### src/rtl/teq_pkg.sv
// Shared types and constants of the timed event queue.
// Field widths, action and status codes, cell control group.
// No dependencies.
`default_nettype none

package teq_pkg;

   localparam int TimeW   = 32;
   localparam int IdentW  = 16;
   localparam int ActW    = 3;
   localparam int StatusW = 3;
   localparam int CountW  = 5;

   localparam int DepthDef  = 16;
   localparam int IdBitsDef = 16;

   localparam logic [ActW-1:0] ACT_ADD      = 3'd0;
   localparam logic [ActW-1:0] ACT_ADD_FUT  = 3'd1;
   localparam logic [ActW-1:0] ACT_REMOVE   = 3'd2;
   localparam logic [ActW-1:0] ACT_ADVANCE  = 3'd3;
   localparam logic [ActW-1:0] ACT_LIST_ALL = 3'd4;
   localparam logic [ActW-1:0] ACT_LIST_AT  = 3'd5;

   localparam logic [StatusW-1:0] ST_ACCEPTED = 3'd0;
   localparam logic [StatusW-1:0] ST_FULL     = 3'd1;
   localparam logic [StatusW-1:0] ST_NOT_FUT  = 3'd2;
   localparam logic [StatusW-1:0] ST_FIRED    = 3'd3;
   localparam logic [StatusW-1:0] ST_LISTED   = 3'd4;
   localparam logic [StatusW-1:0] ST_NONE     = 3'd5;

   typedef enum logic [1:0] {
      CELL_HOLD   = 2'd0,
      CELL_INSERT = 2'd1,
      CELL_SHIFT  = 2'd2
   } teq_cell_op_type;

   typedef struct packed {
      teq_cell_op_type   op;
      logic [TimeW-1:0]  ins_due;
   } teq_cell_ctl_type;

endpackage

`default_nettype wire

### src/rtl/teq_cell.sv
// One slot of the sorted event row: valid bit, due time and identifier.
// Inserts in order against left neighbor; shifts from right or head.
// Depends on teq_pkg.
`default_nettype none

module teq_cell import teq_pkg::*; #(
   parameter int ID_W = IdentW
) (
   input  wire logic             clock,
   input  wire logic             reset,
   input  wire teq_cell_ctl_type ctl,
   input  wire logic [ID_W-1:0]  ins_ident,
   input  wire logic             left_vld,
   input  wire logic [TimeW-1:0] left_due,
   input  wire logic [ID_W-1:0]  left_ident,
   input  wire logic             right_vld,
   input  wire logic [TimeW-1:0] right_due,
   input  wire logic [ID_W-1:0]  right_ident,
   input  wire logic [TimeW-1:0] head_due,
   input  wire logic [ID_W-1:0]  head_ident,
   input  wire logic             append,
   output logic                  vld,
   output logic [TimeW-1:0]      due,
   output logic [ID_W-1:0]       ident
);

   logic             vld_ff, vld_in;
   logic [TimeW-1:0] due_ff, due_in;
   logic [ID_W-1:0]  ident_ff, ident_in;
   logic             left_gt, own_gt;

   assign left_gt = left_vld && (left_due > ctl.ins_due);
   assign own_gt  = !vld_ff || (due_ff > ctl.ins_due);

   always_comb begin
      vld_in   = vld_ff;
      due_in   = due_ff;
      ident_in = ident_ff;
      case (ctl.op)
         CELL_INSERT: begin
            if (left_gt) begin
               vld_in   = 1'b1;
               due_in   = left_due;
               ident_in = left_ident;
            end else if (left_vld && own_gt) begin
               vld_in   = 1'b1;
               due_in   = ctl.ins_due;
               ident_in = ins_ident;
            end
         end
         CELL_SHIFT: begin
            if (append) begin
               vld_in   = 1'b1;
               due_in   = head_due;
               ident_in = head_ident;
            end else begin
               vld_in   = right_vld;
               due_in   = right_due;
               ident_in = right_ident;
            end
         end
         default: begin
            vld_in = vld_ff;
         end
      endcase
   end

   always_ff @(posedge clock) begin
      if (reset) begin
         vld_ff <= 1'b0;
      end else begin
         vld_ff <= vld_in;
      end
      due_ff   <= due_in;
      ident_ff <= ident_in;
   end

   assign vld   = vld_ff;
   assign due   = due_ff;
   assign ident = ident_ff;

endmodule

`default_nettype wire

### src/rtl/timed_event_queue_core.sv
// Top level of the timed event queue: cell row, sequencer, result register.
// Depends on teq_pkg and teq_cell.
//
// Events sit in a row of DEPTH cells, sorted by due time with equal times in
// insertion order; cell 0 holds the earliest. An add, an add-if-future or an
// unused action code is answered from idle; an add that goes in has all cells
// compare against the new time in parallel and the tail past the insert point
// move right by one. Remove, advance and the two list actions rotate the row
// through cell 0, one entry a cycle unless a held-off result port blocks a
// pending result: the head either leaves the row or is appended behind the
// kept entries, and the final result follows the scan. A new item is
// accepted only while the result register is empty or its result is taken
// in the same cycle, so the final result of one item is loaded and then taken
// before the next item goes in. The table needs no clearing after reset.
`default_nettype none

module timed_event_queue_core import teq_pkg::*; #(
   parameter int DEPTH   = DepthDef,
   parameter int ID_BITS = IdBitsDef
) (
   input  wire logic               clock,
   input  wire logic               reset,
   input  wire logic               req_valid,
   output logic                    req_ready,
   input  wire logic [ActW-1:0]    req_action,
   input  wire logic [TimeW-1:0]   req_time_arg,
   input  wire logic [IdentW-1:0]  req_event_id,
   output logic                    rsp_valid,
   input  wire logic               rsp_ready,
   output logic [StatusW-1:0]      rsp_status,
   output logic [TimeW-1:0]        rsp_due_time,
   output logic [IdentW-1:0]       rsp_ident,
   output logic [CountW-1:0]       rsp_removed_count,
   output logic                    rsp_last
);

   localparam int CntW = $clog2(DEPTH + 1);
   localparam int IdxW = $clog2(DEPTH);
   localparam int IdW  = (ID_BITS < IdentW) ? ID_BITS : IdentW;

   typedef enum logic [2:0] {
      S_IDLE   = 3'b001,
      S_SCAN   = 3'b010,
      S_FINISH = 3'b100
   } state_type;

   state_type        state_ff, state_in;
   logic [CntW-1:0]  occ_ff, occ_in;
   logic [TimeW-1:0] now_ff, now_in;
   logic [CntW-1:0]  rem_ff, rem_in;
   logic [CntW-1:0]  drop_cnt_ff, drop_cnt_in;
   logic [TimeW-1:0] lo_ff, lo_in, hi_ff, hi_in;
   logic             match_en_ff, match_en_in;
   logic             emit_mode_ff, emit_mode_in;
   logic             drop_mode_ff, drop_mode_in;
   logic             count_mode_ff, count_mode_in;
   logic [StatusW-1:0] emit_status_ff, emit_status_in;

   logic               pend_valid_ff, pend_valid_in;
   logic [StatusW-1:0] pend_status_ff, pend_status_in;
   logic [TimeW-1:0]   pend_due_ff, pend_due_in;
   logic [IdW-1:0]     pend_ident_ff, pend_ident_in;

   logic               rsp_valid_ff, rsp_valid_in;
   logic [StatusW-1:0] rsp_status_ff, rsp_status_in;
   logic [TimeW-1:0]   rsp_due_ff, rsp_due_in;
   logic [IdW-1:0]     rsp_ident_ff, rsp_ident_in;
   logic [CntW-1:0]    rsp_count_ff, rsp_count_in;
   logic               rsp_last_ff, rsp_last_in;
   logic               out_load;

   logic               out_free, accept, full, future, do_insert;
   logic [TimeW-1:0]   adv_sum;
   logic               head_match, head_emit, head_drop, scan_step;
   logic [IdxW-1:0]    app_idx;
   logic [IdW-1:0]     new_ident;
   teq_cell_ctl_type   cell_ctl;

   logic               cell_vld [DEPTH];
   logic [TimeW-1:0]   cell_due [DEPTH];
   logic [IdW-1:0]     cell_id  [DEPTH];
   logic [DEPTH-1:0]   vld_vec, occ_mask, append_vec;

   assign out_free  = !rsp_valid_ff || rsp_ready;
   assign req_ready = (state_ff == S_IDLE) && out_free;
   assign accept    = req_valid && req_ready;
   assign full      = (occ_ff == CntW'(DEPTH));
   assign future    = req_time_arg > now_ff;
   assign adv_sum   = now_ff + req_time_arg;
   assign new_ident = req_event_id[IdW-1:0];
   assign do_insert = accept && !full &&
                      ((req_action == ACT_ADD) || ((req_action == ACT_ADD_FUT) && future));

   assign head_match = match_en_ff && (cell_due[0] >= lo_ff) && (cell_due[0] <= hi_ff);
   assign head_emit  = emit_mode_ff && head_match;
   assign head_drop  = drop_mode_ff && head_match;
   assign scan_step  = (state_ff == S_SCAN) && (rem_ff != '0) &&
                       !(head_emit && pend_valid_ff && !out_free);
   assign app_idx    = IdxW'(occ_ff - 1'b1);

   always_comb begin
      cell_ctl.ins_due = req_time_arg;
      if (do_insert) begin
         cell_ctl.op = CELL_INSERT;
      end else if (scan_step) begin
         cell_ctl.op = CELL_SHIFT;
      end else begin
         cell_ctl.op = CELL_HOLD;
      end
      for (int i = 0; i < DEPTH; i++) begin
         append_vec[i] = scan_step && !head_drop && (app_idx == IdxW'(i));
         vld_vec[i]    = cell_vld[i];
         occ_mask[i]   = (CntW'(i) < occ_ff);
      end
   end

   for (genvar g = 0; g < DEPTH; g++) begin : g_cell
      logic             l_vld, r_vld;
      logic [TimeW-1:0] l_due, r_due;
      logic [IdW-1:0]   l_id, r_id;

      if (g == 0) begin : g_first
         assign l_vld = 1'b1;
         assign l_due = '0;
         assign l_id  = '0;
      end else begin : g_mid
         assign l_vld = cell_vld[g-1];
         assign l_due = cell_due[g-1];
         assign l_id  = cell_id[g-1];
      end

      if (g == DEPTH - 1) begin : g_last
         assign r_vld = 1'b0;
         assign r_due = '0;
         assign r_id  = '0;
      end else begin : g_inner
         assign r_vld = cell_vld[g+1];
         assign r_due = cell_due[g+1];
         assign r_id  = cell_id[g+1];
      end

      teq_cell #(
         .ID_W(IdW)
      ) u_cell (
         .clock       (clock),
         .reset       (reset),
         .ctl         (cell_ctl),
         .ins_ident   (new_ident),
         .left_vld    (l_vld),
         .left_due    (l_due),
         .left_ident  (l_id),
         .right_vld   (r_vld),
         .right_due   (r_due),
         .right_ident (r_id),
         .head_due    (cell_due[0]),
         .head_ident  (cell_id[0]),
         .append      (append_vec[g]),
         .vld         (cell_vld[g]),
         .due         (cell_due[g]),
         .ident       (cell_id[g])
      );
   end

   always_comb begin
      state_in       = state_ff;
      occ_in         = occ_ff;
      now_in         = now_ff;
      rem_in         = rem_ff;
      drop_cnt_in    = drop_cnt_ff;
      lo_in          = lo_ff;
      hi_in          = hi_ff;
      match_en_in    = match_en_ff;
      emit_mode_in   = emit_mode_ff;
      drop_mode_in   = drop_mode_ff;
      count_mode_in  = count_mode_ff;
      emit_status_in = emit_status_ff;
      pend_valid_in  = pend_valid_ff;
      pend_status_in = pend_status_ff;
      pend_due_in    = pend_due_ff;
      pend_ident_in  = pend_ident_ff;
      out_load       = 1'b0;
      rsp_status_in  = rsp_status_ff;
      rsp_due_in     = rsp_due_ff;
      rsp_ident_in   = rsp_ident_ff;
      rsp_count_in   = rsp_count_ff;
      rsp_last_in    = rsp_last_ff;

      unique case (state_ff)
         S_IDLE: begin
            if (accept) begin
               rsp_due_in    = '0;
               rsp_ident_in  = '0;
               rsp_count_in  = '0;
               rsp_last_in   = 1'b1;
               rem_in        = occ_ff;
               drop_cnt_in   = '0;
               pend_valid_in = 1'b0;
               lo_in         = req_time_arg;
               hi_in         = req_time_arg;
               match_en_in   = 1'b1;
               emit_mode_in  = 1'b0;
               drop_mode_in  = 1'b0;
               count_mode_in = 1'b0;
               emit_status_in = ST_LISTED;
               unique case (req_action) inside
                  ACT_ADD, ACT_ADD_FUT: begin
                     out_load = 1'b1;
                     if ((req_action == ACT_ADD_FUT) && !future) begin
                        rsp_status_in = ST_NOT_FUT;
                     end else if (full) begin
                        rsp_status_in = ST_FULL;
                     end else begin
                        rsp_status_in = ST_ACCEPTED;
                        occ_in        = occ_ff + 1'b1;
                     end
                  end
                  ACT_REMOVE: begin
                     drop_mode_in  = 1'b1;
                     count_mode_in = 1'b1;
                     state_in      = S_SCAN;
                  end
                  ACT_ADVANCE: begin
                     now_in         = adv_sum;
                     lo_in          = now_ff;
                     hi_in          = adv_sum;
                     match_en_in    = adv_sum >= now_ff;
                     emit_mode_in   = 1'b1;
                     drop_mode_in   = 1'b1;
                     emit_status_in = ST_FIRED;
                     state_in       = S_SCAN;
                  end
                  ACT_LIST_ALL: begin
                     lo_in        = '0;
                     hi_in        = '1;
                     emit_mode_in = 1'b1;
                     state_in     = S_SCAN;
                  end
                  ACT_LIST_AT: begin
                     emit_mode_in = 1'b1;
                     state_in     = S_SCAN;
                  end
                  default: begin
                     out_load      = 1'b1;
                     rsp_status_in = ST_NONE;
                  end
               endcase
            end
         end
         S_SCAN: begin
            if (rem_ff == '0) begin
               state_in = S_FINISH;
            end else if (scan_step) begin
               rem_in = rem_ff - 1'b1;
               if (head_drop) begin
                  occ_in      = occ_ff - 1'b1;
                  drop_cnt_in = drop_cnt_ff + 1'b1;
               end
               if (head_emit) begin
                  if (pend_valid_ff) begin
                     out_load      = 1'b1;
                     rsp_status_in = pend_status_ff;
                     rsp_due_in    = pend_due_ff;
                     rsp_ident_in  = pend_ident_ff;
                     rsp_count_in  = '0;
                     rsp_last_in   = 1'b0;
                  end
                  pend_valid_in  = 1'b1;
                  pend_status_in = emit_status_ff;
                  pend_due_in    = cell_due[0];
                  pend_ident_in  = cell_id[0];
               end
            end
         end
         S_FINISH: begin
            if (out_free) begin
               out_load      = 1'b1;
               rsp_last_in   = 1'b1;
               pend_valid_in = 1'b0;
               state_in      = S_IDLE;
               if (pend_valid_ff) begin
                  rsp_status_in = pend_status_ff;
                  rsp_due_in    = pend_due_ff;
                  rsp_ident_in  = pend_ident_ff;
                  rsp_count_in  = '0;
               end else begin
                  rsp_due_in   = '0;
                  rsp_ident_in = '0;
                  if (count_mode_ff && (drop_cnt_ff != '0)) begin
                     rsp_status_in = ST_ACCEPTED;
                     rsp_count_in  = drop_cnt_ff;
                  end else begin
                     rsp_status_in = ST_NONE;
                     rsp_count_in  = '0;
                  end
               end
            end
         end
         default: begin
            state_in = S_IDLE;
         end
      endcase

      rsp_valid_in = out_load || (rsp_valid_ff && !rsp_ready);
   end

   always_ff @(posedge clock) begin
      if (reset) begin
         state_ff      <= S_IDLE;
         occ_ff        <= '0;
         now_ff        <= '0;
         rem_ff        <= '0;
         pend_valid_ff <= 1'b0;
         rsp_valid_ff  <= 1'b0;
      end else begin
         state_ff      <= state_in;
         occ_ff        <= occ_in;
         now_ff        <= now_in;
         rem_ff        <= rem_in;
         pend_valid_ff <= pend_valid_in;
         rsp_valid_ff  <= rsp_valid_in;
      end
      drop_cnt_ff    <= drop_cnt_in;
      lo_ff          <= lo_in;
      hi_ff          <= hi_in;
      match_en_ff    <= match_en_in;
      emit_mode_ff   <= emit_mode_in;
      drop_mode_ff   <= drop_mode_in;
      count_mode_ff  <= count_mode_in;
      emit_status_ff <= emit_status_in;
      pend_status_ff <= pend_status_in;
      pend_due_ff    <= pend_due_in;
      pend_ident_ff  <= pend_ident_in;
      if (out_load) begin
         rsp_status_ff <= rsp_status_in;
         rsp_due_ff    <= rsp_due_in;
         rsp_ident_ff  <= rsp_ident_in;
         rsp_count_ff  <= rsp_count_in;
         rsp_last_ff   <= rsp_last_in;
      end
   end

   assign rsp_valid         = rsp_valid_ff;
   assign rsp_status        = rsp_status_ff;
   assign rsp_due_time      = rsp_due_ff;
   assign rsp_ident         = IdentW'(rsp_ident_ff);
   assign rsp_removed_count = CountW'(rsp_count_ff);
   assign rsp_last          = rsp_last_ff;

   a_occ_bound: assert property (@(posedge clock) disable iff (reset)
      occ_ff <= CntW'(DEPTH))
      else $error("occupancy beyond table depth");

   a_vld_packed: assert property (@(posedge clock) disable iff (reset)
      vld_vec == occ_mask)
      else $error("cell valid bits disagree with occupancy");

   a_scan_len: assert property (@(posedge clock) disable iff (reset)
      (state_ff == S_SCAN) |-> (occ_ff >= rem_ff))
      else $error("unscanned entries exceed row length");

   a_pend_idle: assert property (@(posedge clock) disable iff (reset)
      (state_ff == S_IDLE) |-> !pend_valid_ff)
      else $error("pending result left over in idle");

   a_accept_progress: assert property (@(posedge clock) disable iff (reset)
      accept |=> (rsp_valid_ff || (state_ff != S_IDLE)))
      else $error("accepted item produced neither result nor scan");

endmodule

`default_nettype wire
### config.mk
export PLATFORM = sky130hd
export DESIGN_NAME = timed_event_queue_core
export DESIGN_NICKNAME = d
export VERILOG_FILES = /design/src/rtl/teq_pkg.sv /design/src/rtl/teq_cell.sv /design/src/rtl/timed_event_queue_core.sv
export SDC_FILE = /design/constraint.sdc
export NUM_CORES = 2
export LEC_CHECK = 0
export BUFFER_PORTS_ARGS = -buffer_cell sky130_fd_sc_hd__buf_2
export CAP_MARGIN = 10
export CORE_MARGIN = 5
export CORE_UTILIZATION = 55
export DETAILED_ROUTE_END_ITERATION = 10
export GPL_ROUTABILITY_DRIVEN = 1
export PLACE_DENSITY_LB_ADDON = 0.05
export SLEW_MARGIN = 20
export SYNTH_ARGS = -nofsm -noshare
export SYNTH_HDL_FRONTEND = slang
export SYNTH_SLANG_ARGS = --single-unit
### constraint.sdc
create_clock -name clock -period 7.7 [get_ports clock]
set_input_delay 0 -clock clock [delete_from_list [all_inputs] [get_ports clock]]
set_output_delay 0 -clock clock [all_outputs]
set_load 0.05 [all_outputs]
==> qor.csv <==
metric,value,unit
"Slowest-stage cell, CP",a21oi_4,
layout net count,7128,
Max Fclk,176.5,MHz
Crit. End Element,flop,
clock transition at the registers of the reported paths,0.06,ns
Initial Utilization,0.5527,
Reg power frac,0.455,
status,"finished, final reports clean",
sequential fraction of the synthesis area,0.4162,
clk buf depth,3,
post-CTS setup buffer count,0,
Post-route DRC,0,
Lkg Pwr,31.42,nW
logic gate share of total power,0.118,
# IOs,114,
Yosys cell types,89,
CTS buffer count,117,
"EDFF count, synth",950,
Period minus WS final,5.665,ns
clk_skew,0.03068,ns
Hold Crit Class,in2reg,
Synth top area share,0.3986,
Reg2Reg Launch Point,now_ff[9],
setup TNS,0,ns
fin util,0.6042,
Sink Count,1013,
Setup CP Type,reg2reg,
GRT Total Usage,0.3440,
routed len/inst,29.57,um
Core ar.,129500,um2
"delay-heaviest family, CP",compound AO/OA/AOI/OAI gates,
port bufs,113,
Worst Hold Endpoint,g_cell[15].u_cell.due[1],
clock root buffer,clkbuf_16,
Post-Syn Instances,6421,
H-tree depth,3,
P_int,9.936,mW
GRT overflow,0,
Critical path buffers and inverters,2,
synthesis-to-layout area growth,9.318,%
first-pass GRT wire length,357800,um
Synth Flop Type,edfxtp_1,
DRT iter0 DRCs,6518,
worst-path cell chain,inv_1 > ha_1 > nand4_1 > nor3_1 > a21boi_0 > o31a_1 > o211ai_1 > a21oi_4 > nand2_1 > o21ai_4 > buf_4,
largest net degree at the start of global routing,153,
drt total wl,243700,um
CP max stage delay,0.83,ns
Synth Warn #,0,
worst path required time,8.10,ns
CTS tree,yes,
relative slew slack,0.2085,
Max VDD drop,0.1924,mV
"Net Count, Synth",7157,
gpl congestion,0.9429,
Synth area leaders,"edfxtp_1, mux2i_1, ha_1, a21oi_1, o21ai_0",
hold buffer count at cts,56,
Reg2Reg Setup Slack,2.03,ns
critical path data arrival time,6.07,ns
P per Cell Area,173.3,nW/um2
post-synthesis async set-or-reset flop share,0,
fin crit share,0.7357,
die width,370.7,um
startpoint types,flop,
die area,137400,um2
Reg-to-Reg End,g_cell[14].u_cell.ident[1],
Slew Limit Fails,0,
beginning of the worst hold path,req_time_arg[1],
Final Hold Viols,0,
HPWL Detailed,164400,um
Slew @ Worst Pin,1.175,ns
RSZ-0062 raised after global routing,false,
synthesized flop and latch total,1013,
worst reg2reg path depth,11,
CTS resizes,0,
post-route ant nets,0,
Hold Crit Depth,3,
Clock power frac,0.427,
critical-path maximum fanout,25,
height of the die,370.7,um
worst skew pair latency,0.76,ns
DR vias/cell,6.717,
drt first pass iters,6,
Final Setup Violations,0,
Sw Share,0.2672,
cell area after synthesis,71570,um2
biggest area consumer among synthesized cells,edfxtp_1,
share of cells above drive strength 1,0.08635,
DR vias,55351,
max_cap viols,0,
filler cell count,10655,
Psw,3.623,mW
"Avg Cell Area, Syn",11.15,um2
initial antenna violation count,5,
standard-cell rows,132,
vias in the first global route,53766,
==> power by group through the flow <==
stage,Combinational (mW),Clock (mW),Sequential [mW]
2_1_floorplan,0.966,0,6.33
3_3_place_gp,1.49,0,6.28
3_5_place_dp,1.53,0,6.28
4_1_cts,1.56,5.85,6.16
5_1_grt,1.73,6.08,6.17
6_report,1.60,5.80,6.16
==> cells in the final DEF, fill, tap and decap left out, types with 93 or more instances in the layout <==
cell       count
mux2i_1     1590
edfxtp_1     950
ha_1         680
a21oi_1      376
nand2_1      328
o21ai_0      268
inv_1        257
nor2_1       171
buf_4        124
clkbuf_16    118
buf_2        113
nand4_1      107
a21o_1        99
a22oi_1       99
nor2b_1       93
nand3_1       93
==> layout make-up <==
class	instances	area [um2]	area share
multi-input combinational	4699	39190	0.5010
clock inverter	78	730.7	0.009339
antenna	1	2.502	0.00003198
timing repair buffer	301	2217	0.02834
clock buffer	146	3148	0.04024
sequential	1013	29790	0.3808
inverter	260	977.2	0.01249
tap	1742	2180	0.02786
==> routing by layer <==
layer  share of wire  global-route usage  up-vias
met5        0.000094                   0        -
met4           0.037              0.1152        4
met3           0.090             0.06813      433
met2            0.42              0.5024     2583
met1            0.45              0.5115    27805
li1                -                   -    24526
==> worst max-delay path by stage <==
stage	from	to	slack, ns	cells past startpoint
after floorplan	state_ff[2]	g_cell[14].u_cell.due[0]	0.07	10
after global placement	req_time_arg[30]	g_cell[4].u_cell.ident[7]	2.26	12
after detailed placement	now_ff[9]	g_cell[14].u_cell.ident[2]	2.31	11
after CTS	now_ff[9]	g_cell[14].u_cell.due[24]	2.29	11
after global routing	now_ff[9]	g_cell[14].u_cell.ident[1]	1.79	11
final	now_ff[9]	g_cell[14].u_cell.ident[1]	2.03	11
==> flip-flops by register name (all words and copies together) (netlist names), 16 cells and up <==
signal and count:
g_cell.u_cell.due 512, g_cell.u_cell.ident 256, hi_ff 32, lo_ff 32, now_ff 32, pend_due_ff 32, rsp_due_time 32, g_cell.u_cell.vld 16
pend_ident_ff 16, rsp_ident 16
==> kinds of logic after synthesis <==
family	share of synthesized area
mux	0.2301
compound gates	0.1125
simple gates	0.07556
flops	0.4162
buf+inv	0.04220
fa+ha+maj	0.1192
xor+xnor	0.004283
==> metrics by stage <==
stage	area (um2)	std cells	worst slack (ns)	hold WS, ns	total power [mW]
detailed placement	73780	7958	2.312	0.4043	7.806
floorplan	71570	6421	0.06840	0.2154	7.295
finish	78240	8240	2.035	0.06944	13.56
global route	78240	8239	1.795	0.03502	13.98
global placement	73770	7958	2.260	0.3927	7.764
CTS	78220	8238	2.285	0.0007204	13.57
==> cells in the mapped netlist, drive strengths merged, types with 66 or more instances <==
| cell type | number |
|---|---|
| a22oi | 99 |
| buf | 193 |
| a211oi | 66 |
| nand2 | 335 |
| nor3 | 66 |
| nand4 | 108 |
| nor2 | 175 |
| clkbuf | 256 |
| ha | 680 |
| a21oi | 379 |
| o21ai | 279 |
| nor2b | 93 |
| edfxtp | 950 |
| nand2b | 78 |
| o211ai | 66 |
| nand3 | 97 |
| a21o | 100 |
| inv | 258 |
| mux2i | 1590 |
==> worst register-to-register path: cells and delay by family, from the launching register on <==
family	cells	cell delay, ns
AOI/OAI and AO/OA	5	2.61
DFF	1	0.36
buffers and inverters	2	0.64
adders and majority gates	1	0.48
and+or+nand+nor	3	1.21
No activity file was read; power rests on OpenSTA's default activity.
